## src/hdl/imh_pkg.sv

```systemverilog
// Package: request/response payload types and code constants for the indexed max-heap.
`default_nettype none
package imh_pkg;

    localparam logic [1:0] MODE_ADD    = 2'd0;
    localparam logic [1:0] MODE_REMOVE = 2'd1;
    localparam logic [1:0] MODE_POP    = 2'd2;

    localparam logic [1:0] STATUS_DONE  = 2'd0;
    localparam logic [1:0] STATUS_MISS  = 2'd1;
    localparam logic [1:0] STATUS_FULL  = 2'd2;

    typedef struct packed {
        logic [1:0]         mode;
        logic signed [31:0] key_value;
    } req_t;

    typedef struct packed {
        logic [1:0]         status;
        logic signed [31:0] top_value;
        logic               is_empty;
        logic [6:0]         entry_count;
    } resp_t;

endpackage
`default_nettype wire

```

## src/hdl/imh_cmp.sv

```systemverilog
// Shared signed key comparator: less-than and equality.
`default_nettype none
module imh_cmp #(
    parameter int KEY_BITS = 32
) (
    input  wire logic signed [KEY_BITS-1:0] a,
    input  wire logic signed [KEY_BITS-1:0] b,
    output logic                            lt,
    output logic                            eq
);

    assign lt = (a < b);
    assign eq = (a == b);

endmodule
`default_nettype wire

```

## src/hdl/imh_core.sv

```systemverilog
// Heap sequencer: key store, linear search and hole-based sift up/down.
`default_nettype none
module imh_core #(
    parameter int CAPACITY = 64,
    parameter int KEY_BITS = 32
) (
    input  wire logic                       clk,
    input  wire logic                       rst_n,
    input  wire logic                       start,
    input  wire logic [1:0]                 start_mode,
    input  wire logic signed [KEY_BITS-1:0] start_key,
    output logic                            idle,
    output logic                            res_valid,
    input  wire logic                       res_take,
    output imh_pkg::resp_t                  res
);

    localparam int AW = $clog2(CAPACITY);
    localparam int CW = $clog2(CAPACITY + 1);

    typedef enum logic [10:0] {
        ST_IDLE   = 11'b000_0000_0001,
        ST_SRCH   = 11'b000_0000_0010,
        ST_LASTW  = 11'b000_0000_0100,
        ST_UP_RD  = 11'b000_0000_1000,
        ST_UP_CMP = 11'b000_0001_0000,
        ST_DN_RL  = 11'b000_0010_0000,
        ST_DN_CL  = 11'b000_0100_0000,
        ST_DN_CR  = 11'b000_1000_0000,
        ST_DN_DEC = 11'b001_0000_0000,
        ST_DONE   = 11'b010_0000_0000,
        ST_SPARE  = 11'b100_0000_0000
    } state_t;

    state_t                     state_reg, state_next;
    logic [CW-1:0]              cnt_reg, cnt_next;
    logic [CW-1:0]              scan_reg, scan_next;
    logic [AW-1:0]              chk_reg, chk_next;
    logic                       pend_reg, pend_next;
    logic [AW-1:0]              pos_reg, pos_next;
    logic [AW-1:0]              best_reg, best_next;
    logic signed [KEY_BITS-1:0] key_reg, key_next;
    logic signed [KEY_BITS-1:0] cur_reg, cur_next;
    logic signed [KEY_BITS-1:0] bestv_reg, bestv_next;
    logic signed [KEY_BITS-1:0] top_reg;
    logic [1:0]                 status_reg, status_next;

    logic signed [KEY_BITS-1:0] heap_mem [CAPACITY];
    logic signed [KEY_BITS-1:0] rd_data_reg;
    logic                       rd_en;
    logic [AW-1:0]              rd_addr;
    logic                       wr_en;
    logic [AW-1:0]              wr_addr;
    logic signed [KEY_BITS-1:0] wr_data;

    logic signed [KEY_BITS-1:0] cmp_a, cmp_b;
    logic                       cmp_lt, cmp_eq;

    logic [AW+1:0]              lc_idx, rc_idx, cnt_ext;
    logic [AW-1:0]              parent_idx, last_idx;

    imh_cmp #(.KEY_BITS(KEY_BITS)) u_cmp (
        .a  (cmp_a),
        .b  (cmp_b),
        .lt (cmp_lt),
        .eq (cmp_eq)
    );

    assign lc_idx     = (AW+2)'({pos_reg, 1'b1});
    assign rc_idx     = (AW+2)'({pos_reg, 1'b0}) + (AW+2)'(2);
    assign cnt_ext    = (AW+2)'(cnt_reg);
    assign parent_idx = AW'((pos_reg - AW'(1)) >> 1);
    assign last_idx   = AW'(cnt_reg - CW'(1));

    always_comb
    begin
        cmp_a = cur_reg;
        cmp_b = rd_data_reg;
        case (state_reg)
            ST_SRCH:
            begin
                cmp_a = rd_data_reg;
                cmp_b = key_reg;
            end
            ST_LASTW:
            begin
                cmp_a = rd_data_reg;
                cmp_b = key_reg;
            end
            ST_DN_CR:
            begin
                cmp_a = bestv_reg;
                cmp_b = rd_data_reg;
            end
            default:
            begin
                cmp_a = cur_reg;
                cmp_b = rd_data_reg;
            end
        endcase
    end

    always_comb
    begin
        state_next  = state_reg;
        cnt_next    = cnt_reg;
        scan_next   = scan_reg;
        chk_next    = chk_reg;
        pend_next   = pend_reg;
        pos_next    = pos_reg;
        best_next   = best_reg;
        key_next    = key_reg;
        cur_next    = cur_reg;
        bestv_next  = bestv_reg;
        status_next = status_reg;
        rd_en       = 1'b0;
        rd_addr     = pos_reg;
        wr_en       = 1'b0;
        wr_addr     = pos_reg;
        wr_data     = cur_reg;
        case (state_reg)
            ST_IDLE:
            begin
                if (start)
                begin
                    status_next = imh_pkg::STATUS_DONE;
                    scan_next   = '0;
                    pend_next   = 1'b0;
                    key_next    = start_key;
                    if (start_mode == imh_pkg::MODE_ADD)
                    begin
                        if (cnt_reg >= CW'(CAPACITY))
                        begin
                            status_next = imh_pkg::STATUS_FULL;
                            state_next  = ST_DONE;
                        end
                        else
                        begin
                            pos_next   = cnt_reg[AW-1:0];
                            cur_next   = start_key;
                            cnt_next   = cnt_reg + CW'(1);
                            state_next = ST_UP_RD;
                        end
                    end
                    else if (start_mode == imh_pkg::MODE_REMOVE)
                    begin
                        state_next = ST_SRCH;
                    end
                    else if (cnt_reg == '0)
                    begin
                        status_next = imh_pkg::STATUS_MISS;
                        state_next  = ST_DONE;
                    end
                    else
                    begin
                        key_next   = top_reg;
                        state_next = ST_SRCH;
                    end
                end
            end
            ST_SRCH:
            begin
                // reads are pipelined: the data seen now belongs to chk_reg
                if (pend_reg && cmp_eq)
                begin
                    pos_next  = chk_reg;
                    cnt_next  = cnt_reg - CW'(1);
                    pend_next = 1'b0;
                    if (chk_reg == last_idx)
                    begin
                        state_next = ST_DONE;
                    end
                    else
                    begin
                        rd_en      = 1'b1;
                        rd_addr    = last_idx;
                        state_next = ST_LASTW;
                    end
                end
                else if (scan_reg < cnt_reg)
                begin
                    rd_en     = 1'b1;
                    rd_addr   = scan_reg[AW-1:0];
                    chk_next  = scan_reg[AW-1:0];
                    scan_next = scan_reg + CW'(1);
                    pend_next = 1'b1;
                end
                else
                begin
                    status_next = imh_pkg::STATUS_MISS;
                    pend_next   = 1'b0;
                    state_next  = ST_DONE;
                end
            end
            ST_LASTW:
            begin
                cur_next   = rd_data_reg;
                state_next = cmp_lt ? ST_DN_RL : ST_UP_RD;
            end
            ST_UP_RD:
            begin
                if (pos_reg == '0)
                begin
                    wr_en      = 1'b1;
                    state_next = ST_DONE;
                end
                else
                begin
                    rd_en      = 1'b1;
                    rd_addr    = parent_idx;
                    state_next = ST_UP_CMP;
                end
            end
            ST_UP_CMP:
            begin
                if (cmp_lt)
                begin
                    wr_en      = 1'b1;
                    state_next = ST_DONE;
                end
                else
                begin
                    // parent moves down into the hole
                    wr_en      = 1'b1;
                    wr_data    = rd_data_reg;
                    pos_next   = parent_idx;
                    state_next = ST_UP_RD;
                end
            end
            ST_DN_RL:
            begin
                if (lc_idx >= cnt_ext)
                begin
                    wr_en      = 1'b1;
                    state_next = ST_DONE;
                end
                else
                begin
                    rd_en      = 1'b1;
                    rd_addr    = lc_idx[AW-1:0];
                    state_next = ST_DN_CL;
                end
            end
            ST_DN_CL:
            begin
                best_next  = pos_reg;
                bestv_next = cur_reg;
                if (cmp_lt)
                begin
                    best_next  = lc_idx[AW-1:0];
                    bestv_next = rd_data_reg;
                end
                if (rc_idx < cnt_ext)
                begin
                    rd_en      = 1'b1;
                    rd_addr    = rc_idx[AW-1:0];
                    state_next = ST_DN_CR;
                end
                else
                begin
                    state_next = ST_DN_DEC;
                end
            end
            ST_DN_CR:
            begin
                if (cmp_lt)
                begin
                    best_next  = rc_idx[AW-1:0];
                    bestv_next = rd_data_reg;
                end
                state_next = ST_DN_DEC;
            end
            ST_DN_DEC:
            begin
                wr_en = 1'b1;
                if (best_reg == pos_reg)
                begin
                    state_next = ST_DONE;
                end
                else
                begin
                    wr_data    = bestv_reg;
                    pos_next   = best_reg;
                    state_next = ST_DN_RL;
                end
            end
            ST_DONE:
            begin
                if (res_take)
                begin
                    state_next = ST_IDLE;
                end
            end
            default:
            begin
                state_next = ST_IDLE;
            end
        endcase
    end

    always_ff @(posedge clk or negedge rst_n)
    begin
        if (!rst_n)
        begin
            state_reg <= ST_IDLE;
            cnt_reg   <= '0;
            pend_reg  <= 1'b0;
        end
        else
        begin
            state_reg <= state_next;
            cnt_reg   <= cnt_next;
            pend_reg  <= pend_next;
        end
    end

    always_ff @(posedge clk)
    begin
        scan_reg   <= scan_next;
        chk_reg    <= chk_next;
        pos_reg    <= pos_next;
        best_reg   <= best_next;
        key_reg    <= key_next;
        cur_reg    <= cur_next;
        bestv_reg  <= bestv_next;
        status_reg <= status_next;
        if (wr_en && (wr_addr == '0))
        begin
            top_reg <= wr_data;
        end
    end

    always_ff @(posedge clk)
    begin
        if (wr_en)
        begin
            heap_mem[wr_addr] <= wr_data;
        end
        if (rd_en)
        begin
            rd_data_reg <= heap_mem[rd_addr];
        end
    end

    logic signed [KEY_BITS-1:0] key_min;
    logic signed [KEY_BITS-1:0] top_sel;
    logic signed [63:0]         top_wide;

    assign key_min  = {1'b1, {(KEY_BITS-1){1'b0}}};
    assign top_sel  = (cnt_reg == '0) ? key_min : top_reg;
    assign top_wide = 64'(top_sel);

    assign idle                = (state_reg == ST_IDLE);
    assign res_valid           = (state_reg == ST_DONE);
    assign res.status          = status_reg;
    assign res.top_value       = top_wide[31:0];
    assign res.is_empty        = (cnt_reg == '0);
    assign res.entry_count     = 7'(cnt_reg);

`ifndef SYNTHESIS
    a_cnt_bound: assert property (@(posedge clk) disable iff (!rst_n)
        cnt_reg <= CW'(CAPACITY))
        else $error("heap count exceeds capacity");

    a_full_only_at_cap: assert property (@(posedge clk) disable iff (!rst_n)
        (res_valid && status_reg == imh_pkg::STATUS_FULL) |-> (cnt_reg == CW'(CAPACITY)))
        else $error("full status while heap has room");

    a_up_pos_live: assert property (@(posedge clk) disable iff (!rst_n)
        (state_reg == ST_UP_RD || state_reg == ST_DN_RL) |-> (CW'(pos_reg) < cnt_reg))
        else $error("sift position outside live slots");

    a_done_holds: assert property (@(posedge clk) disable iff (!rst_n)
        (res_valid && !res_take) |=> (res_valid && $stable(cnt_reg)))
        else $error("result dropped before transfer");
`endif

endmodule
`default_nettype wire

```

## src/hdl/indexed_max_heap.sv

```systemverilog
// Indexed max-heap top level: request intake, key widening and response register.
//
// Requests arrive on in_valid/in_ready with in_data (mode, key_value); each
// request produces exactly one response on out_valid/out_ready with out_data
// (status, top_value, is_empty, entry_count). One request is in work at a
// time; in_ready is high only while the sequencer is idle.
// Steps per request, all sequenced through one shared comparator:
//   add:    the new key climbs from the last slot, at most log2(CAPACITY) levels.
//   remove: a linear search of the n live slots, then a fetch of the last
//           entry, then sift up or sift down.
//   pop:    as remove, with the search ending at slot 0.
// The response sits in an output register; the next request is taken as soon
// as the sequencer hands its result over, even if the receiver stalls, and a
// further result waits in the sequencer until the register frees.
// Reset (rst_n low, asynchronous) empties the heap; the key store itself is
// not cleared, as only live slots are ever read.
`default_nettype none
module indexed_max_heap #(
    parameter int CAPACITY = 64,
    parameter int KEY_BITS = 32
) (
    input  wire logic           clk,
    input  wire logic           rst_n,
    input  wire logic           in_valid,
    output logic                in_ready,
    input  wire imh_pkg::req_t  in_data,
    output logic                out_valid,
    input  wire logic           out_ready,
    output imh_pkg::resp_t      out_data
);

    logic                       core_idle;
    logic                       res_valid;
    logic                       res_take;
    imh_pkg::resp_t             res;
    logic signed [63:0]         key_wide;
    logic signed [KEY_BITS-1:0] key_in;
    logic                       out_valid_reg;
    imh_pkg::resp_t             out_data_reg;

    assign key_wide = 64'(in_data.key_value);
    assign key_in   = key_wide[KEY_BITS-1:0];
    assign in_ready = core_idle;
    assign res_take = res_valid && (!out_valid_reg || out_ready);

    imh_core #(
        .CAPACITY (CAPACITY),
        .KEY_BITS (KEY_BITS)
    ) u_core (
        .clk        (clk),
        .rst_n      (rst_n),
        .start      (in_valid && core_idle),
        .start_mode (in_data.mode),
        .start_key  (key_in),
        .idle       (core_idle),
        .res_valid  (res_valid),
        .res_take   (res_take),
        .res        (res)
    );

    always_ff @(posedge clk or negedge rst_n)
    begin
        if (!rst_n)
        begin
            out_valid_reg <= 1'b0;
        end
        else if (res_take)
        begin
            out_valid_reg <= 1'b1;
        end
        else if (out_ready)
        begin
            out_valid_reg <= 1'b0;
        end
    end

    always_ff @(posedge clk)
    begin
        if (res_take)
        begin
            out_data_reg <= res;
        end
    end

    assign out_valid = out_valid_reg;
    assign out_data  = out_data_reg;

endmodule
`default_nettype wire

```

## config.mk

```make
export PLATFORM = sky130hd
export DESIGN_NAME = indexed_max_heap
export DESIGN_NICKNAME = d
export VERILOG_FILES = /design/src/hdl/imh_pkg.sv /design/src/hdl/imh_cmp.sv /design/src/hdl/imh_core.sv /design/src/hdl/indexed_max_heap.sv
export SDC_FILE = /design/constraint.sdc
export NUM_CORES = 2
export LEC_CHECK = 0
export BUFFER_PORTS_ARGS = -buffer_cell sky130_fd_sc_hd__buf_2
export CAP_MARGIN = 20
export CORE_MARGIN = 2
export CORE_UTILIZATION = 34
export CTS_CLUSTER_DIAMETER = 120
export CTS_CLUSTER_SIZE = 25
export DETAILED_ROUTE_END_ITERATION = 8
export MAX_ROUTING_LAYER = met4
export PLACE_DENSITY = 0.5
export SYNTH_ARGS = -nofsm -noshare
export SYNTH_HDL_FRONTEND = slang
export SYNTH_SLANG_ARGS = --single-unit
```

## constraint.sdc

```tcl
create_clock -name clk -period 10.7 [get_ports clk]
set_input_delay 1.605 -clock clk [delete_from_list [all_inputs] [get_ports clk]]
set_output_delay 1.605 -clock clk [all_outputs]
set_load 0.005 [all_outputs]
```

=== After elaboration in Yosys (flattened, before gate mapping) ===
Memory sizes are Yosys's and may differ from the RTL's. A register that Yosys moved wholly into a read port is not among the register bits.
Cells that the tools add are included.

* RAM bits: 2048
* Memories: 1
* Word-level logic and storage cells: 163
* Register bits: 217
* Output and inout port bits: 44
* Input bits: 38

{| class="wikitable"
|+ Memory list
! name !! depth !! bits a word !! rd ports !! clocked after memory_dff !! wr ports !! line !! text
|-
| u_core.heap_mem || 64 || 32 || 1 || 1 || 1 || imh_core.sv:48 || <nowiki>logic signed [KEY_BITS-1:0] heap_mem [CAPACITY];</nowiki>
|}

* Mux-type cells: 82
* Equality and inequality tests: 26
* Add/subtract/negate cells: 5
* Reductions and logical operators: 26
* Bitwise operators: 1
* Magnitude comparators: 5

{| class="wikitable"
|+ Operator list
! operator !! count
|-
| 2-to-1 mux 32 bit || 11
|-
| one-hot mux 32 bit (2 select lines) || 4
|-
| one-hot mux 11 bit (10 select lines) || 1
|-
| 2-to-1 mux 6 bit || 15
|-
| 2-to-1 mux 10 bit || 7
|-
| 2-to-1 mux 11 bit || 6
|-
| 2-to-1 mux 7 bit || 7
|-
| one-hot mux 6 bit (4 select lines) || 2
|-
| == test 32 bit || 1
|-
| less-than comparator 32 bit || 1
|-
| one-hot mux 7 bit (2 select lines) || 2
|-
| 2-to-1 mux 1 bit || 15
|-
| adder 7 x 1 -> 7 bit, second input constant || 2
|-
| == test 6 bit || 2
|-
| 2-to-1 mux 2 bit || 6
|-
| inequality test 2 x 1 -> 1 bit, second input constant || 6
|-
| one-hot mux 6 bit (2 select lines) || 1
|-
| AND reduction 4 bit || 3
|-
| == test 11 x 1 -> 1 bit, second input constant || 1
|-
| == test 11 x 10 -> 1 bit, second input constant || 1
|-
| == test 11 x 2 -> 1 bit, second input constant || 1
|-
| == test 11 x 3 -> 1 bit, second input constant || 1
|-
| == test 11 x 4 -> 1 bit, second input constant || 1
|-
| == test 11 x 5 -> 1 bit, second input constant || 1
|-
| other kinds (33) || 47
|}

=== Depth between registers and ports, before layout ===
* Depth in word-level cells: 7
* Mapped depth: 28
* Depth with buffers taken out: 21

=== Modules after synthesis ===
Synthesis repeated with hierarchy kept, for this count alone.

* Cell total of the unflattened synthesis: 6644
* Area total of the unflattened synthesis: 93601.0 µm²

{| class="wikitable"
|+ Modules (own cells, without submodules)
! module !! cells an instance !! times used !! area each (µm²) !! seq. area each (µm²)
|-
| imh_core || 6484 || 1 || 91469.0 || 67566.1
|-
| indexed_max_heap || 47 || 1 || 1311.3 || 1286.2
|-
| imh_cmp || 113 || 1 || 820.8 || 0.0
|}

=== Worst setup path after synthesis ===
OpenSTA, ideal clock, no wires.

* Path kind: register to register
* From: register u_core.state_reg[7]
* To: memory u_core.heap_mem[0][19] (data pin)
* Path slack: 2.334 ns
* Required time: 9.991 ns
* Buffers on the path: 4
* Stages on the path, launching flop included: 23
* Clock period less this slack: 8.366 ns
* Setup time: 0.709 ns
* Arrival: 7.656 ns
* Path through: dfrtp_1 > or3_1 > nor3_1 > nand3_1 > nand2_1 > clkbuf_1 > buf_1 > mux2i_1 > ha_1 > nor2b_1 > o21a_1 > o21a_1 > o21a_1 > o21a_1 > o21ai_0 > a21oi_1 > o21ai_0 > o211a_1 > mux2_2 > clkbuf_1 > buf_1 > mux2i_1 > o21ai_0

* Longest elaborated chain between the ends: 6
* Elaborated cells on any way between the ends: 11
* Classes of those cells: order compare (1); eq/ne (5); mux (4); reduce/logical (1)

{| class="wikitable"
|+ RTL lines
! what !! line !! text
|-
| start: declaration || imh_core.sv:35 || <nowiki>state_t state_reg, state_next;</nowiki>
|-
| start signal: assignment || imh_core.sv:311 || <nowiki>state_reg <= state_next;</nowiki>
|-
| == test 11 x 3 -> 1 bit / == test 11 x 2 -> 1 bit (equally long branches) || imh_core.sv:79 || <nowiki>case (state_reg)</nowiki>
|-
| OR reduction 2 bit (no line) || n/a ||
|-
| one-hot mux 32 bit (2 select lines) / 2-to-1 mux 32 bit (equally long branches) || imh_core.sv:79 ||
|-
| less-than comparator 32 bit || imh_cmp.sv:12 || <nowiki>assign lt = (a < b);</nowiki>
|-
| 2-to-1 mux 32 bit || imh_core.sv:216 || <nowiki>if (cmp_lt)</nowiki>
|-
| one-hot mux 32 bit (2 select lines) * || imh_core.sv:121 || <nowiki>case (state_reg)</nowiki>
|-
| net u_core.wr_data[19] || imh_core.sv:54 || <nowiki>logic signed [KEY_BITS-1:0] wr_data;</nowiki>
|-
| end: declaration || imh_core.sv:48 ||
|}

The timed path passes the listed nets; every way through them passes the cells marked *.

=== Worst setup path in the final report ===
* From: register u_core.state_reg[6]
* To: register u_core.rd_data_reg[4], read port of u_core.heap_mem (data pin)

* Longest elaborated chain between the ends: 7
* Elaborated cells on any way between the ends: 15
* Classes of those cells: eq/ne (7); mux (6); reduce/logical (2)

{| class="wikitable"
|+ RTL lines
! what !! line !! text
|-
| == test 11 x 3 -> 1 bit / == test 11 x 2 -> 1 bit (equally long branches) || imh_core.sv:79, imh_core.sv:121 ||
|-
| OR reduction 2 bit (no line) || n/a ||
|-
| one-hot mux 32 bit (2 select lines) / 2-to-1 mux 32 bit (equally long branches) || imh_core.sv:79 ||
|-
| == test 32 bit || imh_cmp.sv:13 || <nowiki>assign eq = (a == b);</nowiki>
|-
| logical AND 1 bit || imh_core.sv:164 || <nowiki>if (pend_reg && cmp_eq)</nowiki>
|-
| 2-to-1 mux 6 bit / 2-to-1 mux 1 bit (equally long branches) || imh_core.sv:164 ||
|-
| one-hot mux 6 bit (4 select lines) / one-hot mux 1 bit (4 select lines) (equally long branches) || imh_core.sv:121 ||
|-
| end: declaration || imh_core.sv:49 || <nowiki>logic signed [KEY_BITS-1:0] rd_data_reg;</nowiki>
|}

Several ways; a longest one is shown, not always the timed one.
A chain may end at the register's enable or synchronous reset.

==> summary.txt <==
Synthesis
  • Post-synth top flop: edfxtp_1
  • Avg Inst Size Synth: about 14 sq um
  • Register area share after synthesis: 0.7354
  • Syn Inst Count: around 7000
  • Largest family of logic cells by synthesized area: simple AND/OR/NAND/NOR gates
  • Netlist cell types: between 90 and 100
  • Simple-gate share of the synthesized area: 0.1053
  • Synth area leaders: edfxtp_1, nand2_1, a21oi_1, mux2i_1, a22oi_1
  • Post-synth ARST share: 0.008275
  • Post-Syn Nets: 6902
  • Post-Synth Adder-Cell Area: 0.007484
  • Post-synthesis mux area share: 0.03361
  • Synth top area share: 0.7303
  • Compound-Gate Fraction of Synth Area: 0.09188
  • Post-Synth XOR/XNOR Area: 0.003648
  • Number of synthesized register bits: 2296
  • Number of warnings issued by yosys: 0
  • Mapped cell area: 93620 sq um
  • Largest area contributor in the netlist: edfxtp_1
  • Post-synth EDFFs: between 2000 and 2500

Detailed routing
  • Total Wirelength: between 300000 and 400000 microns
  • Wire per inst: about 30 microns
  • Drc violations: 0
  • Post-DRT Antenna Nets: 0
  • Starting DRT DRC Count: between 7000 and 8000
  • Vias per cell: about 5.7
  • Via Count: 59980
  • Iteration count of the initial detailed-routing pass: 9

Timing
  • WHS: roughly 0.43 ns
  • Final Cycle Share: 0.8541
  • Max transition margin: 0.2109
  • Final hold vios: 0
  • Post-route clock skew: 0.07427 ns
  • Tmin final: 9.139 ns
  • Max Slew Vio Count: 0
  • Max Clk Rate: 0.1094 GHz
  • Final setup viols: 0
  • Total negative slack: 0 ns
  • Worst slew pin tran: approximately 1.2 ns
  • RSZ-0062 raised after global routing: false

CTS
  • Hold Buf Count CTS: 0
  • Clk root buf: clkbuf_16
  • Longest Clk Path Bufs: 3
  • CTS sink count: approximately 2300
  • CTS tree: done
  • H-tree depth: 3
  • CTS Buf Count: between 100 and 150
  • CTS resizes: 0
  • Worst skew pair latency: 0.84 ns
  • Clock transition at path regs: 0.11 ns
  • Postcts setup bufs: 0

Floorplanning
  • I/O pin cnt: 82
  • Die width: roughly 530 microns
  • Area of the core: roughly 270000 sq um
  • Area of the die: around 280000 sq um
  • Cell Rows: between 150 and 200
  • Starting Density: 0.3419
  • Die Y: about 530 microns

Layout
  • Area grow syn2layout: 9.645%
  • Largest register FFs: a little over 2000
  • Ratio of cells with drive above 1 in the final layout: 0.1052
  • Final core utilization: 0.3748
  • Nets@finish: 6898
  • Fillers: about 26000

Power
  • Switching Share: 0.3730
  • Flop pwr share: 0.453
  • Pwr Total: approximately 23 mW
  • Pwr dens: approximately 220 nW/um^2
  • Clk pwr share: 0.202
  • Total leakage power: between 30 and 40 nW
  • Gate power share: 0.345
  • NetSw: ~8.5 mW
  • Worst IR Drop VDD: ~0.00019 V
  • Int Pwr: around 14 mW

Global route
  • All-Layer GR Usage: 0.2302
  • Pin count of the biggest net entering global routing: about 180
  • First-pass GRT wire length: roughly 450000 microns
  • Initial antenna violation count: 26
  • Congestion Overflow GR: 0
  • Vias in the first global route: 55610

Setup path
  • WS Path Type: reg -> reg
  • Setup crit end kind: register
  • Worst EP arrival: just under 10 ns
  • FF-to-FF setup slack: 1.56 ns
  • Crit Path Max Fanout: between 50 and 60
  • Worst Setup Start Kind: register
  • CP required: between 10 and 15 ns

Flow run
  • Max_cap viols: 0

Placement
  • Post-DP HPWL: between 150000 and 200000 microns
  • Final GP Congestion: 0.8786
  • Input/output buffers: 81

Worst hold path
  • Class of the worst hold path: reg -> reg

Status
  • Status: completed
layout by cell type, fill, tap and decap left out, types with 37 or more instances in the layout:
cell and instances:
a21oi_1 612, o21ai_0 59, a31oi_1 84, and3_1 141, edfxtp_1 2277, diode_2 40, buf_4 219, a311oi_1 66
a22oi_1 236, o22ai_1 116, nor2_4 64, mux2_2 103, ha_1 56, clkbuf_16 107, and2_1 39, nor3_1 37
mux2i_1 194, nor4_1 56, buf_2 81, nor2_1 76, nand2_1 1597, nand3_1 154
worst max-delay path, cell delays in order (launching register included):
cell and delay [ns]:
dfrtp_1 0.52, or3_1 0.46, nor3_1 0.66, nand3_1 0.36
nand2_4 0.26, buf_4 0.61, mux2i_1 0.19, ha_1 0.36
nand4_1 0.23, or4_1 0.65, nor3_2 0.60, nand2_1 0.22
or3b_1 0.38, nor4bb_2 0.17, buf_4 0.19, nor3_1 0.95
nand2_1 0.70, buf_12 0.39, o22ai_1 0.23, nor2_1 0.09
nor3b_1 0.25, and3_1 0.28
layer usage:
layer / up-vias / global-route usage / wire length (microns)
li1: 25550 / - / -
met4: 0 / 0.06102 / 8335
met2: 2684 / 0.3553 / 148600
met3: 317 / 0.02712 / 25170
met1: 31430 / 0.3220 / 137900
met5: - / - / 0
per-stage QoR:
step                setup WS, ns  cells  cell area [sq um]
finish                     1.561  10460             102700
global route               1.311  10450             102600
CTS                        1.528  10410             102500
detailed placement         1.598  10290              99690
global placement           1.429  10280              99610
floorplan                  2.334   6808              93620
Yosys cell counts (6+ instances only):
master,count
edfxtp_1,2277
nand2_1,1601
a21oi_1,612
buf_2,241
a22oi_1,236
mux2i_1,194
nand3_1,156
nor2_1,148
and3_1,141
clkbuf_1,118
o22ai_1,116
mux2_2,103
o21ai_0,93
a31oi_1,84
a311oi_1,66
nor4_1,66
buf_1,57
ha_1,56
and2_1,40
nor3_1,38
a32oi_1,32
nand4_1,23
xnor2_1,23
buf_4,18
dfrtp_1,18
inv_1,17
nand2b_1,17
xor2_1,16
o221ai_1,13
a221o_1,11
nor2b_1,10
o211ai_1,10
or4_1,9
a221oi_1,8
or3_1,8
o21a_1,7
a21o_1,6
logic make-up after synthesis:
kind of cell,count (synthesis)
adders and majority gates,56
AOI/OAI and AO/OA,1366
DFF,2296
muxes,299
and+or+nand+nor,2295
xor gates and xnor gates,39
buffers and inverters,457
power groups by stage:
stage / clock network (mW) / logic (mW) / registers [mW]
after global placement: 0 / 7.76 / 10.5
after detailed placement: 0 / 7.81 / 10.5
after global routing: 4.97 / 8.39 / 10.3
after floorplan: 0 / 4.73 / 10.4
after CTS: 4.71 / 7.84 / 10.3
final: 4.62 / 7.88 / 10.3
cell type report:
class | instances | area (sq um) | share of cell area
Timing Repair Buffer | 330 | 2658 | 0.02589
Tap cell | 3589 | 4491 | 0.04375
Inverter | 18 | 67.56 | 0.0006582
Antenna cell | 40 | 100.1 | 0.0009751
Clock inverter | 9 | 96.34 | 0.0009385
Sequential cell | 2296 | 68850 | 0.6707
Multi-Input combinational cell | 4055 | 23670 | 0.2306
Clock buffer | 118 | 2719 | 0.02649
worst paths after layout:
path,from,to,depth (start not counted)
min in group asynchronous,rst_n,u_core.state_reg[8],1
hold / removal,u_core.status_reg[0],out_data[40],0
setup reg to reg,u_core.state_reg[6],u_core.rd_data_reg[4],21
setup / recovery,u_core.state_reg[6],u_core.rd_data_reg[4],21
max in group asynchronous,rst_n,u_core.cnt_reg[4],1
hold reg to reg,u_core.status_reg[0],out_data[40],0
No activity file was read; power rests on OpenSTA's default activity.
